`src/hw/rtl/lpht_pkg.sv`:
```
package lpht_pkg;

   localparam int MAX_SLOTS = 16;
   localparam int SLOT_W = $clog2(MAX_SLOTS);
   localparam int CNT_W = $clog2(MAX_SLOTS + 1);
   localparam int KEY_W = 24;
   localparam int SUM_W = 10;
   localparam int BIT_W = $clog2(SUM_W);
   localparam logic [CNT_W-1:0] ACTIVE_RESET = CNT_W'(11);

   typedef enum logic [1:0] {
      KIND_INSERT = 2'd0,
      KIND_SEARCH = 2'd1,
      KIND_REMOVE = 2'd2
   } kind_type;

   typedef enum logic [1:0] {
      STATUS_OK        = 2'd0,
      STATUS_NOT_FOUND = 2'd1,
      STATUS_DUPLICATE = 2'd2,
      STATUS_FULL      = 2'd3
   } status_type;

   typedef enum logic [1:0] {
      MARK_EMPTY   = 2'd0,
      MARK_USED    = 2'd1,
      MARK_DELETED = 2'd2
   } mark_type;

   typedef enum logic [1:0] {
      ST_IDLE,
      ST_MOD,
      ST_PROBE
   } state_type;

   typedef struct packed {
      logic load;
      logic mod_step;
      logic probe_step;
   } cmd_type;

   typedef struct packed {
      logic mod_last;
      logic probe_done;
   } sts_type;

endpackage

```
`src/hw/rtl/lpht_if.sv`:
```
interface lpht_req_if;
   logic        valid;
   logic        ready;
   logic [1:0]  kind;
   logic [23:0] key;

   modport source (output valid, output kind, output key, input ready);
   modport sink (input valid, input kind, input key, output ready);
endinterface

interface lpht_rsp_if;
   logic       valid;
   logic       ready;
   logic [1:0] status;
   logic [3:0] slot;
   logic [4:0] live_count;

   modport source (output valid, output status, output slot, output live_count, input ready);
   modport sink (input valid, input status, input slot, input live_count, output ready);
endinterface

```
`src/hw/rtl/lpht_ctrl.sv`:
```
module lpht_ctrl
   import lpht_pkg::*;
(
   input  logic    clock,
   input  logic    reset,
   input  logic    req_valid,
   output logic    req_ready,
   input  logic    rsp_ready,
   output logic    rsp_valid,
   input  sts_type sts,
   output cmd_type cmd
);

   state_type state_ff, state_in;
   logic      rsp_valid_ff, rsp_valid_in;
   logic      out_free;
   logic      commit;

   // The result register is free when empty or when its word leaves this cycle.
   assign out_free = !rsp_valid_ff || rsp_ready;
   assign commit = cmd.probe_step && sts.probe_done;

   always_comb begin
      state_in = state_ff;
      case (state_ff)
         ST_IDLE: begin
            if (req_valid) state_in = ST_MOD;
         end
         ST_MOD: begin
            if (sts.mod_last) state_in = ST_PROBE;
         end
         ST_PROBE: begin
            if (commit) state_in = ST_IDLE;
         end
         default: state_in = ST_IDLE;
      endcase
   end

   always_comb begin
      cmd = '0;
      req_ready = 1'b0;
      case (state_ff)
         ST_IDLE: begin
            req_ready = 1'b1;
            cmd.load = req_valid;
         end
         ST_MOD: cmd.mod_step = 1'b1;
         ST_PROBE: cmd.probe_step = out_free;
         default: cmd = '0;
      endcase
   end

   always_comb begin
      rsp_valid_in = rsp_valid_ff;
      if (commit) rsp_valid_in = 1'b1;
      else if (rsp_ready) rsp_valid_in = 1'b0;
   end

   always_ff @(posedge clock) begin
      if (reset) begin
         state_ff <= ST_IDLE;
         rsp_valid_ff <= 1'b0;
      end else begin
         state_ff <= state_in;
         rsp_valid_ff <= rsp_valid_in;
      end
   end

   assign rsp_valid = rsp_valid_ff;

endmodule

```
`src/hw/rtl/lpht_dp.sv`:
```
module lpht_dp
   import lpht_pkg::*;
(
   input  logic              clock,
   input  logic              reset,
   input  logic              csr_write_enable,
   input  logic [CNT_W-1:0]  csr_write_data,
   input  logic [1:0]        req_kind,
   input  logic [KEY_W-1:0]  req_key,
   input  cmd_type           cmd,
   output sts_type           sts,
   output logic [1:0]        rsp_status,
   output logic [SLOT_W-1:0] rsp_slot,
   output logic [CNT_W-1:0]  rsp_live_count
);

   logic [CNT_W-1:0]  active_ff;
   logic [CNT_W-1:0]  n_slots;
   logic [1:0]        kind_ff;
   logic [KEY_W-1:0]  key_ff;
   logic [SUM_W-1:0]  sum_ff;
   logic [SLOT_W-1:0] rem_ff;
   logic [BIT_W-1:0]  bit_ff;
   logic [SLOT_W-1:0] idx_ff;
   logic [SLOT_W-1:0] probe_ff;
   logic [CNT_W-1:0]  count_ff;
   mark_type          mark_ff [MAX_SLOTS];
   logic [KEY_W-1:0]  slot_key_ff [MAX_SLOTS];
   status_type        status_ff;
   logic [SLOT_W-1:0] slot_ff;
   logic [CNT_W-1:0]  live_ff;

   logic [CNT_W-1:0]  rem_shift;
   logic [SLOT_W-1:0] rem_in;
   logic [CNT_W-1:0]  idx_inc;
   logic [SLOT_W-1:0] idx_in;
   mark_type          cur_mark;
   logic              key_match;
   logic              last_probe;
   logic              done;
   status_type        status_in;
   logic              write_used;
   logic              write_deleted;
   logic [CNT_W-1:0]  count_in;

   // Out-of-range slot counts clamp to the valid range.
   always_comb begin
      n_slots = active_ff;
      if (active_ff == '0) n_slots = CNT_W'(1);
      else if (active_ff > CNT_W'(MAX_SLOTS)) n_slots = CNT_W'(MAX_SLOTS);
   end

   // One restoring remainder step per cycle, most significant sum bit first.
   always_comb begin
      rem_shift = {rem_ff, sum_ff[bit_ff]};
      if (rem_shift >= n_slots) rem_shift = rem_shift - n_slots;
      rem_in = rem_shift[SLOT_W-1:0];
   end

   assign sts.mod_last = (bit_ff == '0);

   assign cur_mark = mark_ff[idx_ff];
   assign key_match = (slot_key_ff[idx_ff] == key_ff);
   assign last_probe = ({1'b0, probe_ff} == n_slots - CNT_W'(1));
   assign idx_inc = {1'b0, idx_ff} + CNT_W'(1);
   assign idx_in = (idx_inc == n_slots) ? '0 : idx_inc[SLOT_W-1:0];

   always_comb begin
      done = 1'b0;
      status_in = STATUS_NOT_FOUND;
      write_used = 1'b0;
      write_deleted = 1'b0;
      case (kind_ff)
         KIND_INSERT: begin
            if (cur_mark != MARK_USED) begin
               done = 1'b1;
               status_in = STATUS_OK;
               write_used = 1'b1;
            end else if (key_match) begin
               done = 1'b1;
               status_in = STATUS_DUPLICATE;
            end else if (last_probe) begin
               done = 1'b1;
               status_in = STATUS_FULL;
            end
         end
         KIND_SEARCH, KIND_REMOVE: begin
            if (cur_mark == MARK_EMPTY) begin
               done = 1'b1;
            end else if (cur_mark == MARK_USED && key_match) begin
               done = 1'b1;
               status_in = STATUS_OK;
               write_deleted = (kind_ff == KIND_REMOVE);
            end else if (last_probe) begin
               done = 1'b1;
            end
         end
         default: done = 1'b1;
      endcase
   end

   assign sts.probe_done = done;

   always_comb begin
      count_in = count_ff;
      if (write_used) count_in = count_ff + CNT_W'(1);
      else if (write_deleted && count_ff != '0) count_in = count_ff - CNT_W'(1);
   end

   always_ff @(posedge clock) begin
      if (reset) begin
         active_ff <= ACTIVE_RESET;
         count_ff <= '0;
         for (int i = 0; i < MAX_SLOTS; i++) mark_ff[i] <= MARK_EMPTY;
      end else begin
         if (csr_write_enable) active_ff <= csr_write_data;
         if (cmd.probe_step && done) begin
            count_ff <= count_in;
            if (write_used) mark_ff[idx_ff] <= MARK_USED;
            else if (write_deleted) mark_ff[idx_ff] <= MARK_DELETED;
         end
      end
   end

   always_ff @(posedge clock) begin
      if (cmd.load) begin
         kind_ff <= req_kind;
         key_ff <= req_key;
         sum_ff <= SUM_W'(req_key[23:16]) + SUM_W'(req_key[15:8]) + SUM_W'(req_key[7:0]);
         rem_ff <= '0;
         bit_ff <= BIT_W'(SUM_W - 1);
         probe_ff <= '0;
      end
      if (cmd.mod_step) begin
         rem_ff <= rem_in;
         bit_ff <= bit_ff - BIT_W'(1);
         if (sts.mod_last) idx_ff <= rem_in;
      end
      if (cmd.probe_step) begin
         if (done) begin
            status_ff <= status_in;
            slot_ff <= (status_in == STATUS_OK) ? idx_ff : '0;
            live_ff <= count_in;
            if (write_used) slot_key_ff[idx_ff] <= key_ff;
         end else begin
            idx_ff <= idx_in;
            probe_ff <= probe_ff + SLOT_W'(1);
         end
      end
   end

   assign rsp_status = status_ff;
   assign rsp_slot = slot_ff;
   assign rsp_live_count = live_ff;

endmodule

```
`src/hw/rtl/linear_probe_hash_table.sv`:
```
// Channel   Dir  Handshake     Word
// req_ch    in   valid/ready   kind[1:0], key[23:0]
// rsp_ch    out  valid/ready   status[1:0], slot[3:0], live_count[4:0]
// csr       in   write enable  active_slots[4:0]
//
// Each word is loaded, then reduced to its home slot by ten remainder steps, then probed
// one slot per cycle through the single mark and key read port while the output register
// is free, over p slots (1 to 16). The next word is accepted only after this one commits.
// Reset clears all slot marks, the live count and the handshake state.
// A finished result waits in the output register while the next word is taken; the probe
// walk stalls at whatever slot it has reached while that register is full and not taken.
module linear_probe_hash_table
   import lpht_pkg::*;
(
   input  logic       clock,
   input  logic       reset,
   input  logic       csr_write_enable,
   input  logic [4:0] csr_write_data,
   lpht_req_if.sink   req_ch,
   lpht_rsp_if.source rsp_ch
);

   cmd_type cmd;
   sts_type sts;

   lpht_ctrl u_ctrl (
      .clock     (clock),
      .reset     (reset),
      .req_valid (req_ch.valid),
      .req_ready (req_ch.ready),
      .rsp_ready (rsp_ch.ready),
      .rsp_valid (rsp_ch.valid),
      .sts       (sts),
      .cmd       (cmd)
   );

   lpht_dp u_dp (
      .clock            (clock),
      .reset            (reset),
      .csr_write_enable (csr_write_enable),
      .csr_write_data   (csr_write_data),
      .req_kind         (req_ch.kind),
      .req_key          (req_ch.key),
      .cmd              (cmd),
      .sts              (sts),
      .rsp_status       (rsp_ch.status),
      .rsp_slot         (rsp_ch.slot),
      .rsp_live_count   (rsp_ch.live_count)
   );

endmodule
```
`src/flat_wrapper.sv`:
```
// flat-port wrapper written by rule: the top's interface ports become plain ports
module linear_probe_hash_table_flat import lpht_pkg::*;
  (clock, reset, csr_write_enable, csr_write_data, req_ch_valid, req_ch_kind, req_ch_key, req_ch_ready, rsp_ch_valid, rsp_ch_status, rsp_ch_slot, rsp_ch_live_count, rsp_ch_ready);
  lpht_req_if req_ch_i ();
  lpht_rsp_if rsp_ch_i ();
  input  logic clock;
  input  logic reset;
  input  logic csr_write_enable;
  input  logic [4:0] csr_write_data;
  input wire logic [$bits(req_ch_i.valid)-1:0] req_ch_valid;
  input wire logic [$bits(req_ch_i.kind)-1:0] req_ch_kind;
  input wire logic [$bits(req_ch_i.key)-1:0] req_ch_key;
  output wire logic [$bits(req_ch_i.ready)-1:0] req_ch_ready;
  output wire logic [$bits(rsp_ch_i.valid)-1:0] rsp_ch_valid;
  output wire logic [$bits(rsp_ch_i.status)-1:0] rsp_ch_status;
  output wire logic [$bits(rsp_ch_i.slot)-1:0] rsp_ch_slot;
  output wire logic [$bits(rsp_ch_i.live_count)-1:0] rsp_ch_live_count;
  input wire logic [$bits(rsp_ch_i.ready)-1:0] rsp_ch_ready;
  assign req_ch_i.valid = req_ch_valid;
  assign req_ch_i.kind = req_ch_kind;
  assign req_ch_i.key = req_ch_key;
  assign req_ch_ready = req_ch_i.ready;
  assign rsp_ch_valid = rsp_ch_i.valid;
  assign rsp_ch_status = rsp_ch_i.status;
  assign rsp_ch_slot = rsp_ch_i.slot;
  assign rsp_ch_live_count = rsp_ch_i.live_count;
  assign rsp_ch_i.ready = rsp_ch_ready;
  linear_probe_hash_table u_core (.clock(clock), .reset(reset), .csr_write_enable(csr_write_enable), .csr_write_data(csr_write_data), .req_ch(req_ch_i), .rsp_ch(rsp_ch_i));
endmodule
```
`config.mk`:
```
export PLATFORM = sky130hd
export DESIGN_NAME = linear_probe_hash_table_flat
export DESIGN_NICKNAME = d
export VERILOG_FILES = /design/src/hw/rtl/lpht_pkg.sv /design/src/hw/rtl/lpht_if.sv /design/src/hw/rtl/lpht_ctrl.sv /design/src/hw/rtl/lpht_dp.sv /design/src/hw/rtl/linear_probe_hash_table.sv /design/src/flat_wrapper.sv
export SDC_FILE = /design/constraint.sdc
export NUM_CORES = 1
export LEC_CHECK = 0
export BUFFER_PORTS_ARGS = -buffer_cell sky130_fd_sc_hd__clkbuf_2
export CORE_ASPECT_RATIO = 0.8
export CORE_UTILIZATION = 40
export DETAILED_ROUTE_END_ITERATION = 8
export GPL_ROUTABILITY_DRIVEN = 0
export PLACE_DENSITY = 0.55
export SYNTH_ARGS = -nofsm -noshare
export SYNTH_HDL_FRONTEND = slang
export SYNTH_HIERARCHICAL = 1
export SYNTH_SLANG_ARGS = --single-unit
export TNS_END_PERCENT = 50
```
`constraint.sdc`:
```
create_clock -name clock -period 4.3 [get_ports clock]
set_clock_uncertainty 0.05 [all_clocks]
set_input_delay 0.645 -clock clock [delete_from_list [all_inputs] [get_ports clock]]
set_output_delay 0.645 -clock clock [all_outputs]
set_load 0.005 [all_outputs]
```
==> results.py <==
metrics = {
    "final_layout": {
        "layout_commonest_cell": "edfxtp_1",
        "final_cell_count_no_fill": 2059,
        "final_nets": 1406,
        "syn_to_final_growth_pct": 15.2,
        "final-seq-area_mm2": 0.0146,
        "diodes": 0,
        "multi_input_area_mm2": 0.00597,
        "final_layout_size_suffix_gt1_share_pct": 22.8,
        "fillers": 4391,
        "final_cell_mix": "471 x edfxtp_1, 101 x mux2i_1, 66 x nor2_1, 63 x mux4_2, 56 x buf_4",
    },
    "yosys": {
        "synthAdderAreaFrac_pct": 2.35,
        "async_flop_share_pct": 0,
        "synth_area_per_cell_um2": 17.0,
        "synth_nets": 1296,
        "synth-simple-area-share_pct": 4.84,
        "synth-xor-area-share_pct": 2.35,
        "synth_top_cells_by_area": "edfxtp_1 68%, mux4_2 6.8%, mux2i_1 4.8%, dfxtp_1 2.0%, nor2_1 1.5%",
        "muxShareOfSynthArea_pct": 13.5,
        "synth.top_cell.area_share_pct": 67.8,
        "synth_compound_area_share_pct": 4.84,
        "yosys.cell_types.count": 67,
        "synth.largest_area_cell": "edfxtp_1",
        "synth_top_family_by_area": "multiplexers",
        "synth-seq-cells": 492,
        "synth_cells": 1227,
        "ys_seq_area_share_pct": 69.8,
        "synth_area_mm2": 0.0209,
        "synth_edf_count": 471,
        "ys.flop_type": "edfxtp_1",
        "ys.warnings.count": 6,
    },
    "sta": {
        "worst_slack_ps": 129,
        "fmax_mhz": 240,
        "worst_slew_pin_slew_ps": 1200,
        "period_share_pct": 97.0,
        "maxSlewHeadroom_pct": 20.1,
        "finalCriticalPeriod_ps": 4170,
        "slew_viol_final": 0,
        "hold_viol": 0,
        "setup_viol_count_final": 0,
    },
    "detailed_routing": {
        "ant_nets": 0,
        "num_vias": 11300,
        "drt_iter0_markers": 990,
        "routed_wirelength_mm": 50.6,
        "firstDrtPassIters": 5,
        "post_drt_wl_per_cell_um": 24.6,
        "drcViolationCount": 0,
        "vias_per_cell": 5.48,
    },
    "worst_setup_path": {
        "path_depth": 13,
        "rrSetupSlack_ps": 130,
        "crit_start": "u_core/u_dp/idx_ff[1]",
        "crit_type": "reg -> reg",
        "cpMostUsedCell": "buf_4",
        "arrival_ps": 4590,
        "cp_top_family": "compound AO/OA/AOI/OAI gates",
        "start_kind": "flip-flop",
        "path_cells": "buf_12 > buf_4 > mux4_2 > mux2i_1 > xor2_1 > a32oi_2 > a2111oi_2 > o21ai_1 > or4_4 > buf_4 > or3b_4 > a211oi_1 > mux2_1",
        "worstSetupEndpoint": "u_core/u_dp/count_ff[0]",
        "crit_required_ps": 4720,
        "cp_slowest_cell": "or4_4",
        "path_max_fanout": 13,
        "cp.buffers_inverters": 3,
        "r2r-end": "u_core/u_dp/count_ff[0]",
        "r2r_cells": 13,
        "slowest_delay_ps": 480,
        "rr_startpoint": "u_core/u_dp/idx_ff[1]",
        "end_kind": "flip-flop",
    },
    "floorplan": {
        "dieArea_mm2": 0.0531,
        "core_area_mm2": 0.0513,
        "rows": 74,
        "fp.dieW_um": 257,
        "start_util_pct": 40.7,
        "io_pins": 49,
        "chipHeight_um": 206,
    },
    "placement": {
        "place_inst": 1969,
        "hpwl_mm": 31.4,
        "portBuffers": 48,
        "dp_slack_ps": -96.5,
    },
    "clock_network": {
        "htreeDepth": 2,
        "clock-sinks": 492,
        "clkTransAtPathRegs_ps": 60,
        "cts_root_buf": "clkbuf_16",
        "ctsHoldBuffers": 0,
        "cts_inserted_buffers": 50,
        "clk_latency_ps": 590,
        "clockBufferDepth": 3,
        "cts_tree": "built",
    },
    "power_and_ir_drop": {
        "sequentialPowerShare_pct": 48.1,
        "intPower_w": 0.00846,
        "powerDensity_mw_per_mm2": 470,
        "p_clk_share_pct": 36.7,
        "switching_share_pct": 25.1,
        "p_leak_nw": 7.95,
        "comb_power_share_pct": 15.2,
        "vdd_drop_max_mv": 0.299,
        "switchingPower_w": 0.00283,
    },
    "global_route": {
        "grt_usage_pct": 19.3,
        "grt_pass1_wl_mm": 73.9,
        "grt_max_degree": 31,
        "antenna_found_initial": 2,
        "gr-total-overflow": 0,
        "grt_pass1_vias": 11000,
    },
    "worst_hold_path": {
        "min_path_type": "in -> reg",
    },
    "outcome": {
        "status": "complete, no violations",
    },
    "job": {
        "cap_violations": 0,
    },
}
[layout make-up]
type / count / share of cell area (%)
repair buffers: 118 / 3.88
inverters: 39 / 0.610
clock inverters: 26 / 0.839
multi-input cells: 636 / 24.8
clock buffers: 64 / 5.56
well taps: 684 / 3.56
flip-flops and latches: 492 / 60.7
[power groups by stage]
stage	logic, W	clock network, W	registers (W)
global route	0.00186	0.00441	0.00544
floorplan	0.00117	0	0.00548
CTS	0.00171	0.00425	0.00543
detailed placement	0.00170	0	0.00553
finish	0.00172	0.00415	0.00543
global placement	0.00170	0	0.00553
[through the flow]
stage / setup TNS [ps] / instance area, um2 / total power, W / hold WS (ps) / util (%)
after floorplan: 0 / 20900 / 0.00665 / 408 / -
after global placement: -1760 / 22400 / 0.00723 / 449 / 43.7
after detailed placement: -1590 / 22400 / 0.00724 / 465 / 43.7
after CTS: 0 / 24000 / 0.0114 / 163 / 46.8
after global routing: -20.3 / 24000 / 0.0117 / 173 / 46.8
final: 0 / 24000 / 0.0113 / 191 / 46.8
[how the worst min path moves through the flow]
stage	startpoint	end	cells after the start
detailed placement	u_core/u_ctrl/state_ff[1]	u_core/u_ctrl/state_ff[0]	1
floorplan	u_core/u_dp/active_ff[0]	u_core/u_dp/active_ff[0]	2
CTS	req_ch_kind[0]	u_core/u_dp/kind_ff[0]	1
global placement	u_core/u_dp/active_ff[0]	u_core/u_dp/active_ff[0]	2
finish	req_ch_kind[1]	u_core/u_dp/kind_ff[1]	1
global route	req_ch_kind[0]	u_core/u_dp/kind_ff[0]	1
[synth_stat cells, drive strengths merged, types with 4 or more instances]
master	count
nand3b	5
a21oi	26
inv	39
mux4	68
mux2	22
a22o	4
nand2b	8
nor3	7
fa	9
a22oi	22
nor2	82
dfxtp	21
clkbuf	16
a31oi	7
o21ai	13
ha	24
nor2b	10
edfxtp	471
xnor2	22
buf	44
a31o	15
mux2i	101
nand3	17
nand4	7
a21o	9
xor2	34
a221oi	11
nand2	55
and2	6
o22ai	9
[metal layers]
| metal | vias to the layer above | track usage (%) | wire, um |
|---|---|---|---|
| met5 | - | 0 | 0 |
| met4 | 0 | 5.93 | 1240 |
| met3 | 71 | 3.18 | 2910 |
| met2 | 346 | 27.7 | 21600 |
| met1 | 5826 | 29.8 | 24900 |
| li1 | 5031 | - | - |
[cell families (layout without fill, tap and decap cells)]
kind of cell,after synthesis,count (layout)
flops,492,492
simple gates,215,215
mux,191,191
compound gates,140,140
buf+inv,99,247
xor+xnor,56,56
fa+ha+maj,34,34
[flip-flops by register name, indices dropped and copies added, names as in the netlist, 5 cells and up]
name / flops
u_core/u_dp/active_ff: 5
u_core/u_dp/count_ff: 5
u_core/u_dp/key_ff: 24
u_core/u_dp/mark_ff: 32
u_core/u_dp/rsp_live_count: 5
u_core/u_dp/slot_key_ff: 384
u_core/u_dp/sum_ff: 10
[timing repair]
action / CTS / global route
gates resized for setup: 3 / 5
buffers inserted: 0 / 0
setup endpoints to repair: 45 / 42
Power figures use the tool's default switching activity.
